### config.mk
export PLATFORM = sky130hd
export DESIGN_NAME = onewire_rom_search_engine
export DESIGN_NICKNAME = d
export VERILOG_FILES = /design/src/hw/rtl/ows_pkg.sv /design/src/hw/rtl/ows_step.sv /design/src/hw/rtl/onewire_rom_search_engine.sv
export SDC_FILE = /design/constraint.sdc
export NUM_CORES = 1
export LEC_CHECK = 0
export BUFFER_PORTS_ARGS = -buffer_cell sky130_fd_sc_hd__buf_2
export CORE_ASPECT_RATIO = 0.5
export CORE_MARGIN = 4
export CORE_UTILIZATION = 32
export DETAILED_ROUTE_END_ITERATION = 10
export GPL_TIMING_DRIVEN = 0
export PLACE_DENSITY_LB_ADDON = 0.12
export SLEW_MARGIN = 10
export SYNTH_ARGS = -nofsm -noshare
export SYNTH_HDL_FRONTEND = slang
export SYNTH_SLANG_ARGS = --single-unit
### constraint.sdc
create_clock -name clk -period 5.3 [get_ports clk]
set_input_delay 0.53 -clock clk [delete_from_list [all_inputs] [get_ports clk]]
set_output_delay 0.53 -clock clk [all_outputs]
set_load 0.05 [all_outputs]
### src/hw/rtl/ows_pkg.sv
// Shared types, codes and the serial CRC-8 step for the 1-Wire search-ROM engine.
// Used by ows_step and onewire_rom_search_engine; depends on nothing else.
package ows_pkg;

    localparam int ROM_BITS = 64;
    localparam int POS_BITS = 7;
    localparam int CRC_BITS = 8;

    localparam logic [1:0] MODE_FIRST = 2'd0;
    localparam logic [1:0] MODE_NEXT  = 2'd1;
    localparam logic [1:0] MODE_BIT   = 2'd2;

    localparam logic [CRC_BITS-1:0] CRC_FEEDBACK = 8'h18;
    localparam logic [CRC_BITS-1:0] CRC_TOP      = 8'h80;
    localparam logic [POS_BITS-1:0] END_POSITION = 7'd65;

    typedef enum logic [2:0] {
        ST_BIT_SENT    = 3'd0,
        ST_STARTED     = 3'd1,
        ST_NO_DEVICE   = 3'd2,
        ST_NO_RESPONSE = 3'd3,
        ST_CRC_ERROR   = 3'd4,
        ST_FOUND       = 3'd5,
        ST_IGNORED     = 3'd6
    } status_t;

    typedef struct packed {
        logic [1:0] mode;
        logic       no_presence;
        logic       id_bit;
        logic       complement_bit;
    } item_t;

    typedef struct packed {
        logic [ROM_BITS-1:0] rom;
        logic [POS_BITS-1:0] last_disc;
        logic [POS_BITS-1:0] zero_pos;
        logic                last_found;
        logic [POS_BITS-1:0] bit_pos;
        logic [CRC_BITS-1:0] crc;
        logic                active;
    } search_state_t;

    typedef struct packed {
        status_t             status;
        logic                direction;
        logic [ROM_BITS-1:0] rom_code;
        logic [CRC_BITS-1:0] crc_value;
        logic [POS_BITS-1:0] last_discrepancy;
    } result_t;

    // One shift of the reflected x^8+x^5+x^4+1 CRC.
    function automatic logic [CRC_BITS-1:0] crc8_step(input logic [CRC_BITS-1:0] crc,
                                                      input logic din);
        logic [CRC_BITS-1:0] fb;
        fb = crc ^ CRC_FEEDBACK;
        if (crc[0] ^ din)
        begin
            return (fb >> 1) | CRC_TOP;
        end
        return crc >> 1;
    endfunction

endpackage

### src/hw/rtl/ows_step.sv
// Combinational search step: next search state and result beat for one item.
// Depends on ows_pkg.
module ows_step
    import ows_pkg::*;
(
    input  item_t         item,
    input  search_state_t state_cur,
    output search_state_t state_next,
    output result_t       result
);

    logic [5:0]          idx;
    logic                dir;
    logic [CRC_BITS-1:0] crc_new;
    logic [POS_BITS-1:0] pos_new;
    status_t             status;

    always_comb
    begin
        state_next = state_cur;
        status     = ST_IGNORED;
        dir        = 1'b0;
        idx        = 6'(state_cur.bit_pos - 7'd1);
        crc_new    = '0;
        pos_new    = '0;

        unique case (item.mode)
            MODE_FIRST, MODE_NEXT:
            begin
                if (item.mode == MODE_FIRST)
                begin
                    state_next.last_disc  = '0;
                    state_next.last_found = 1'b0;
                end
                state_next.crc = '0;
                // A first search has already dropped the found flag above.
                if (item.no_presence || state_next.last_found)
                begin
                    state_next.last_disc  = '0;
                    state_next.last_found = 1'b0;
                    state_next.active     = 1'b0;
                    status                = ST_NO_DEVICE;
                end
                else
                begin
                    state_next.bit_pos  = 7'd1;
                    state_next.zero_pos = '0;
                    state_next.active   = 1'b1;
                    status              = ST_STARTED;
                end
            end
            MODE_BIT:
            begin
                if (state_cur.active)
                begin
                    if (item.id_bit && item.complement_bit)
                    begin
                        state_next.last_disc  = '0;
                        state_next.last_found = 1'b0;
                        state_next.active     = 1'b0;
                        status                = ST_NO_RESPONSE;
                    end
                    else
                    begin
                        if (!item.id_bit && !item.complement_bit)
                        begin
                            // Devices with both bit values answer: follow the discrepancy rules.
                            if (state_cur.bit_pos == state_cur.last_disc)
                            begin
                                dir = 1'b1;
                            end
                            else if (state_cur.bit_pos > state_cur.last_disc)
                            begin
                                dir = 1'b0;
                            end
                            else
                            begin
                                dir = state_cur.rom[idx];
                            end
                            if (!dir)
                            begin
                                state_next.zero_pos = state_cur.bit_pos;
                            end
                        end
                        else
                        begin
                            dir = item.id_bit;
                        end
                        state_next.rom[idx] = dir;
                        crc_new             = crc8_step(state_cur.crc, dir);
                        pos_new             = state_cur.bit_pos + 7'd1;
                        state_next.crc      = crc_new;
                        state_next.bit_pos  = pos_new;
                        status              = ST_BIT_SENT;
                        if (pos_new >= END_POSITION)
                        begin
                            state_next.active = 1'b0;
                            if (crc_new != '0)
                            begin
                                state_next.last_disc  = '0;
                                state_next.last_found = 1'b0;
                                status                = ST_CRC_ERROR;
                            end
                            else
                            begin
                                state_next.last_disc = state_next.zero_pos;
                                if (state_next.zero_pos == '0)
                                begin
                                    state_next.last_found = 1'b1;
                                end
                                status = ST_FOUND;
                            end
                        end
                    end
                end
            end
            default:
            begin
                status = ST_IGNORED;
            end
        endcase

        result.status           = status;
        result.direction        = dir;
        result.rom_code         = state_next.rom;
        result.crc_value        = state_next.crc;
        result.last_discrepancy = state_next.last_disc;
    end

endmodule

### src/hw/rtl/onewire_rom_search_engine.sv
// Top level of the 1-Wire search-ROM engine: input register, search state,
// result register. Depends on ows_pkg and ows_step.
//
//  port group | role   | tuser (low bit up)  | tdata (low bit up)
//  s_*        | items  | mode[1:0]           | no_presence, id_bit, complement_bit, 5 zeros
//  m_*        | result | status[2:0]         | direction, rom_code[63:0], crc_value[7:0],
//             |        |                     | last_discrepancy[6:0]
//
// One item per cycle is sustained while m_tready keeps the result register draining; each
// input beat is held in the input register, and its result is written to the result register
// together with the single search-state update between the two.
// Reset clears the search state and both valid flags, with no clearing pass.
// A stalled result holds in the output register while one more input beat is taken.
module onewire_rom_search_engine
    import ows_pkg::*;
(
    input  logic        clk,
    input  logic        rst_n,
    input  logic        s_tvalid,
    output logic        s_tready,
    input  logic [7:0]  s_tdata,   // no_presence, id_bit, complement_bit, zero fill
    input  logic [1:0]  s_tuser,   // mode
    output logic        m_tvalid,
    input  logic        m_tready,
    output logic [79:0] m_tdata,   // direction, rom_code, crc_value, last_discrepancy
    output logic [2:0]  m_tuser    // status
);

    logic          in_valid_reg;
    item_t         in_item_reg;
    logic          out_valid_reg;
    result_t       out_result_reg;
    search_state_t state_reg;
    search_state_t state_next;
    result_t       result_next;
    logic          advance;

    assign advance  = in_valid_reg && (!out_valid_reg || m_tready);
    assign s_tready = !in_valid_reg || advance;

    ows_step u_step (
        .item       (in_item_reg),
        .state_cur  (state_reg),
        .state_next (state_next),
        .result     (result_next)
    );

    always_ff @(posedge clk or negedge rst_n)
    begin
        if (!rst_n)
        begin
            in_valid_reg  <= 1'b0;
            out_valid_reg <= 1'b0;
            state_reg     <= '0;
        end
        else
        begin
            if (s_tready)
            begin
                in_valid_reg <= s_tvalid;
            end
            if (advance)
            begin
                out_valid_reg <= 1'b1;
                state_reg     <= state_next;
            end
            else if (m_tready)
            begin
                out_valid_reg <= 1'b0;
            end
        end
    end

    always_ff @(posedge clk)
    begin
        if (s_tready && s_tvalid)
        begin
            in_item_reg.mode           <= s_tuser;
            in_item_reg.no_presence    <= s_tdata[0];
            in_item_reg.id_bit         <= s_tdata[1];
            in_item_reg.complement_bit <= s_tdata[2];
        end
        if (advance)
        begin
            out_result_reg <= result_next;
        end
    end

    assign m_tvalid = out_valid_reg;
    assign m_tuser  = out_result_reg.status;
    assign m_tdata  = {out_result_reg.last_discrepancy, out_result_reg.crc_value,
                       out_result_reg.rom_code, out_result_reg.direction};

endmodule

=== Word-level counts from Yosys, hierarchy flattened ===
Index checks and enable logic that the tools add are counted.

* Bits in registers: 185
* Input port bits: 14
* Output and inout port bits: 85
* Word-level logic and storage cells: 118

* $add $sub $neg: 2
* Magnitude comparators: 4
* Eq/ne operators: 8
* Mux-type cells: 60
* Bitwise gates (word level): 4
* Reduce and logical (&&, ||, !) cells: 22

{| class="wikitable"
|+ Operators by type and width
! kind !! number
|-
| 64-bit 2-to-1 mux || 2
|-
| 95-bit 2-to-1 mux || 1
|-
| 7-bit 2-to-1 mux || 13
|-
| 64-bit bitwise mux || 1
|-
| 31-bit case mux with 2 select lines || 1
|-
| 8-bit 2-to-1 mux || 5
|-
| 1-bit 2-to-1 mux || 29
|-
| 15-bit 2-to-1 mux || 1
|-
| 5-bit AND reduction || 2
|-
| 3-bit 2-to-1 mux || 3
|-
| 8-bit nonzero test || 1
|-
| 7-bit by 1-bit adder with 7-bit output (second input constant) || 1
|-
| 7-bit == test || 1
|-
| 7-bit greater-or-equal comparator (second input constant) || 1
|-
| 7-bit greater-than comparator || 1
|-
| 7-bit logical NOT || 1
|-
| 6-bit by 7-bit less-than comparator with 1-bit output (second input constant) || 1
|-
| 1-bit binary-select mux with 6-bit select || 1
|-
| 1-bit demux with 6-bit select || 1
|-
| 6-bit by 1-bit greater-or-equal comparator with 1-bit output (second input constant) || 1
|-
| 2-bit != test (second input constant) || 3
|-
| 3-bit case mux with 2 select lines || 1
|-
| 6-bit by 1-bit subtractor with 6-bit output (second input constant) || 1
|-
| 1-bit logical AND || 5
|-
| 15 further kinds || 22
|}

=== Depth between registers and ports, before layout ===
* Depth after elaboration: 28
* Mapped depth: 17
* Gate-level depth less buffers: 11

=== Cells and area by module ===
From an unflattened synthesis, not the netlist that was laid out.

* Cells, all modules: 854
* Area total of the unflattened synthesis: 9,935.8 um^2

{| class="wikitable"
|+ By module, submodules not included
! module !! instances !! cells each !! area an instance (um^2) !! sequential area each (um^2)
|-
| onewire_rom_search_engine || 1 || 297 || 6,417.4 || 5,069.9
|-
| ows_step || 1 || 557 || 3,518.4 || 0.0
|}

=== Worst setup path after synthesis ===
Ideal clock, no wire load.

* Path type: register to register
* From: register out_valid_reg (netlist: m_tvalid)
* To: register out_result_reg (netlist bit m_tdata[0]), enable pin
* Setup time: 0.479 ns
* Arrival: 3.880 ns
* Required time: 4.821 ns
* Setup slack: 0.941 ns
* Stages on the path, launching flop included: 6
* Buffers on the path: 2
* Clock period less this slack: 4.359 ns
* Path through: dfrtp_1 -> nand2b_1 -> nand2_1 -> inv_2 -> buf_1 -> buf_1

* Word-level cells in the longest chain between the ends: 3

{| class="wikitable"
|+ Ends and longest elaborated chain
! element !! RTL line !! RTL
|-
| start: declaration || onewire_rom_search_engine.sv:31 || <nowiki>logic out_valid_reg;</nowiki>
|-
| start signal: assignment || onewire_rom_search_engine.sv:53 || <nowiki>out_valid_reg <= 1'b0;</nowiki>
|-
| start signal: assignment || onewire_rom_search_engine.sv:64 || <nowiki>out_valid_reg <= 1'b1;</nowiki>
|-
| start signal: assignment || onewire_rom_search_engine.sv:69 || <nowiki>out_valid_reg <= 1'b0;</nowiki>
|-
| 1-bit logical NOT || onewire_rom_search_engine.sv:38 || <nowiki>assign advance = in_valid_reg && (!out_valid_reg || m_tready);</nowiki>
|-
| 1-bit logical OR || onewire_rom_search_engine.sv:38 ||
|-
| 1-bit logical AND || onewire_rom_search_engine.sv:38 ||
|-
| via advance || onewire_rom_search_engine.sv:36 || <nowiki>logic advance;</nowiki>
|-
| end signal: assignment || onewire_rom_search_engine.sv:85 || <nowiki>out_result_reg <= result_next;</nowiki>
|-
| end: declaration || onewire_rom_search_engine.sv:32 || <nowiki>result_t out_result_reg;</nowiki>
|}

The timed path passes the listed nets, and every way through them passes these cells.
A chain may end at the register's enable or synchronous reset.

==> reports/results.tsv <==
stage	metric	value	unit
cts	cts_made_buffers	17	
yosys	synth_edf_count	88	
critical_path	path_class	flip-flop to flip-flop	
timing	rsz0062_at_grt	false	
layout	layout.nets	973	
timing	finalSetupViolCount	0	
grt	antenna_found_initial	0	
cts	clock-root-buffer	clkbuf_16	
routing	finalWirelength	26300	um
timing	fin_crit_sh	95.0	%
pwr	clkPwrFrac	30.6	%
pwr	ir_drop	0.000266	V
timing	fin_crit	5.03	ns
cts	cts_tree	yes	
grt	grt_pass1_wl	40500	um
timing	finalMaxSlewViolations	0	
timing	worst_slack	0.268	ns
layout	area_growth	17.5	%
routing	num_vias	6883	
timing	finalClockSkew	0.0194	ns
timing	whs	0.258	ns
cts	cts_setup_buffers	0	
die	initial_core_util	33.2	%
critical_path	crit_slowest_cell	o21ai_4	
timing	slew_headroom	25.3	%
layout	largest_reg_flops	95	
yosys	synth_seq_cells	185	
critical_path	path_max_fanout	10	
pwr	p_sw	1.53	mW
cts	htreeDepth	4	
min_path	hold_class	primary input to flip-flop	
yosys	syn-mean-instance-area	11.3	sq um
die	row_count	43	
die	ios	99	
pwr	power_density	384	nW/um^2
yosys	syn_area	9380	sq um
pwr	comb_power_share	28.1	%
yosys	synth_seq_area_share	54.0	%
layout	mostFrequentLayoutCell	nand2_1	
cts	clk_path_buf_depth	2	
layout	drive_gt1_share	29.2	%
cts	clk_latency	0.47	ns
placement	dp_hpwl	18700	um
yosys	yosysUniqueCellTypes	67	
yosys	synthesis.nets	857	
routing	wl_per_cell	19.6	um
job	drv_cap	0	
die	die_area	32300	sq um
layout	final_cell_mix	nand2_1 (182), mux2_2 (109), buf_2 (100), dfrtp_1 (97), edfxtp_1 (88)	
yosys	synth_area_leader_cell	edfxtp_1	
critical_path	max_stage_delay	0.42	ns
die	fp.dieH	129	um
yosys	synth_cells	833	
critical_path	crit_required	5.50	ns
placement	pre_cts_ws	-0.00775	ns
grt	grt_pass1_vias	6728	
die	die_w	250	um
run_status	status	completed	
routing	viasPerCell	5.12	
critical_path	cp_top_family	buffers and inverters	
grt	gr-usage-all-layers	16.5	%
die	core	28300	sq um
pwr	leakagePower	4.67	nW
critical_path	crit_buf_inv	6	
grt	grt_max_degree	59	
grt	grt_overflow_total	0	
placement	portBuffers	93	
cts	path_clk_slew	0.07	ns
pwr	power.sequential.fraction	41.3	%
routing	ant_nets	0	
critical_path	critPathLaunchType	flip-flop	
pwr	netSwitchingFraction	36.1	%
timing	fmax	199	MHz
yosys	synth.area.top_cells	edfxtp_1 (28%), dfrtp_1 (26%), mux2_2 (13%)	
timing	hold_viol_final	0	
yosys	yosysTopAreaCellShare	28.2	%
critical_path	arrival	5.24	ns
timing	setup_tns	0	ns
pwr	internal_power	2.70	mW
layout	antenna_cells	0	
yosys	async_flop_share	52.4	%
placement	place.gp.congestion	0.834	
routing	dr.pass1.iters	5	
yosys	ys.flop_type	dfrtp_1	
yosys	yosys_warnings	0	
timing	worstMarginPinSlew	1.10	ns
layout	nFillCells	2846	
cts	cts_num_sinks	185	
pwr	finalPower	4.23	mW
critical_path	cp_common_cell	buf_2	
critical_path	worstPathCellList	buf_6 -> buf_2 -> inv_1 -> ha_1 -> xor2_1 -> buf_2 -> buf_2 -> nand2_1 -> a32o_1 -> o21ai_0 -> nand4_1 -> o21ai_4 -> clkbuf_4 -> xnor2_2 -> a41oi_1 -> nor2_1	
critical_path	worst_setup_path_end_kind	flip-flop	
routing	drc	0	
routing	first_iter_violations	594	
-- metrics by stage --
stage	instances	area [sq um]	util [%]
6_report	1344	11000	39.0
5_1_grt	1344	11000	39.0
4_1_cts	1344	11000	38.9
3_5_place_dp	1311	10400	36.7
3_3_place_gp	1308	10300	36.5
2_1_floorplan	833	9380	-
-- final timing paths --
kind	start	to	slack [ns]	cells past startpoint
min	s_tdata[2]	in_item_reg[0]	0.26	1
max	state_reg[9]	m_tdata[77]	0.27	16
max reg2reg	state_reg[9]	m_tdata[77]	0.27	16
min in group asynchronous	rst_n	state_reg[39]	0.54	2
min reg2reg	in_valid_reg	m_tvalid	0.49	1
max in group asynchronous	rst_n	state_reg[6]	4.07	3
-- area by class of cell --
class | count | area [sq um] | area share, %
plain buffers | 47 | 211 | 1.92
clock buffers | 17 | 425 | 3.86
clock inverters | 15 | 165 | 1.50
inverters | 14 | 52.6 | 0.477
multi-input cells | 587 | 4070 | 36.9
flip-flops and latches | 185 | 5070 | 46.0
well taps | 382 | 478 | 4.34
repair buffers | 97 | 549 | 4.98
-- Yosys cell counts, types with 3 or more instances --
cell,count
o21a_1,4
and2_1,9
a211oi_1,4
a32o_1,5
o211ai_1,3
mux4_2,10
nor3_1,12
nand3_1,9
nor3b_1,5
o31ai_2,6
mux2_2,109
nand3b_1,3
o21ai_0,30
buf_1,6
xnor2_1,3
a31oi_1,6
o21ai_1,11
and4_1,3
nor2_1,62
a22o_1,7
edfxtp_1,88
a21boi_0,5
buf_2,8
clkbuf_1,30
nand2_1,182
dfrtp_1,97
o31ai_1,4
or3_1,4
and3_1,3
clkinv_1,3
nand2b_1,5
nor2b_1,3
inv_1,10
ha_1,10
mux2i_1,11
a21oi_1,19
-- kinds of logic (layout without fill, tap and decap cells) --
group / count (synthesis) / in the layout / share of synthesized area, %
AO/OA/AOI/OAI: 127 / 127 / 9.48
XOR/XNOR: 8 / 8 / 1.20
adder cells (fa/ha/maj): 10 / 10 / 1.33
buffers and inverters: 61 / 190 / 2.75
flip-flops: 185 / 185 / 54.0
multiplexers: 130 / 130 / 16.7
AND/OR/NAND/NOR: 312 / 312 / 14.5
-- per-layer routing --
metal | vias to the layer above | GRT usage, % | routed length (um)
met5 | - | 0 | 0
met4 | 0 | 3.91 | 263
met3 | 22 | 4.05 | 1030
met2 | 143 | 24.8 | 11700
met1 | 3495 | 24.1 | 13300
li1 | 3223 | - | -
-- power by group through the flow --
stage	logic [mW]	registers [mW]	clock network, mW
after floorplan	0.652	1.97	0
after global placement	1.16	1.78	0
after detailed placement	1.18	1.78	0
after CTS	1.19	1.75	1.34
after global routing	1.28	1.76	1.41
final	1.19	1.75	1.29
-- worst reg2reg max path: cells and delay by family (launching register included) --
| kind | cells | cell delay (ns) |
|---|---|---|
| and+or+nand+nor | 3 | 0.59 |
| DFF | 1 | 0.38 |
| buffers and inverters | 6 | 1.84 |
| xor gates and xnor gates | 2 | 0.48 |
| adders and majority gates | 1 | 0.35 |
| AOI/OAI and AO/OA | 4 | 1.13 |
-- timing repair --
| action | in CTS | in global routing |
|---|---|---|
| hold buffers | 1 | 0 |
| setup endpoints to repair | 19 | 41 |
| endpoints found under the hold margin | 39 | 0 |
| gates resized for setup | 1 | 7 |
Note: power is estimated with default switching activity, not from simulation.
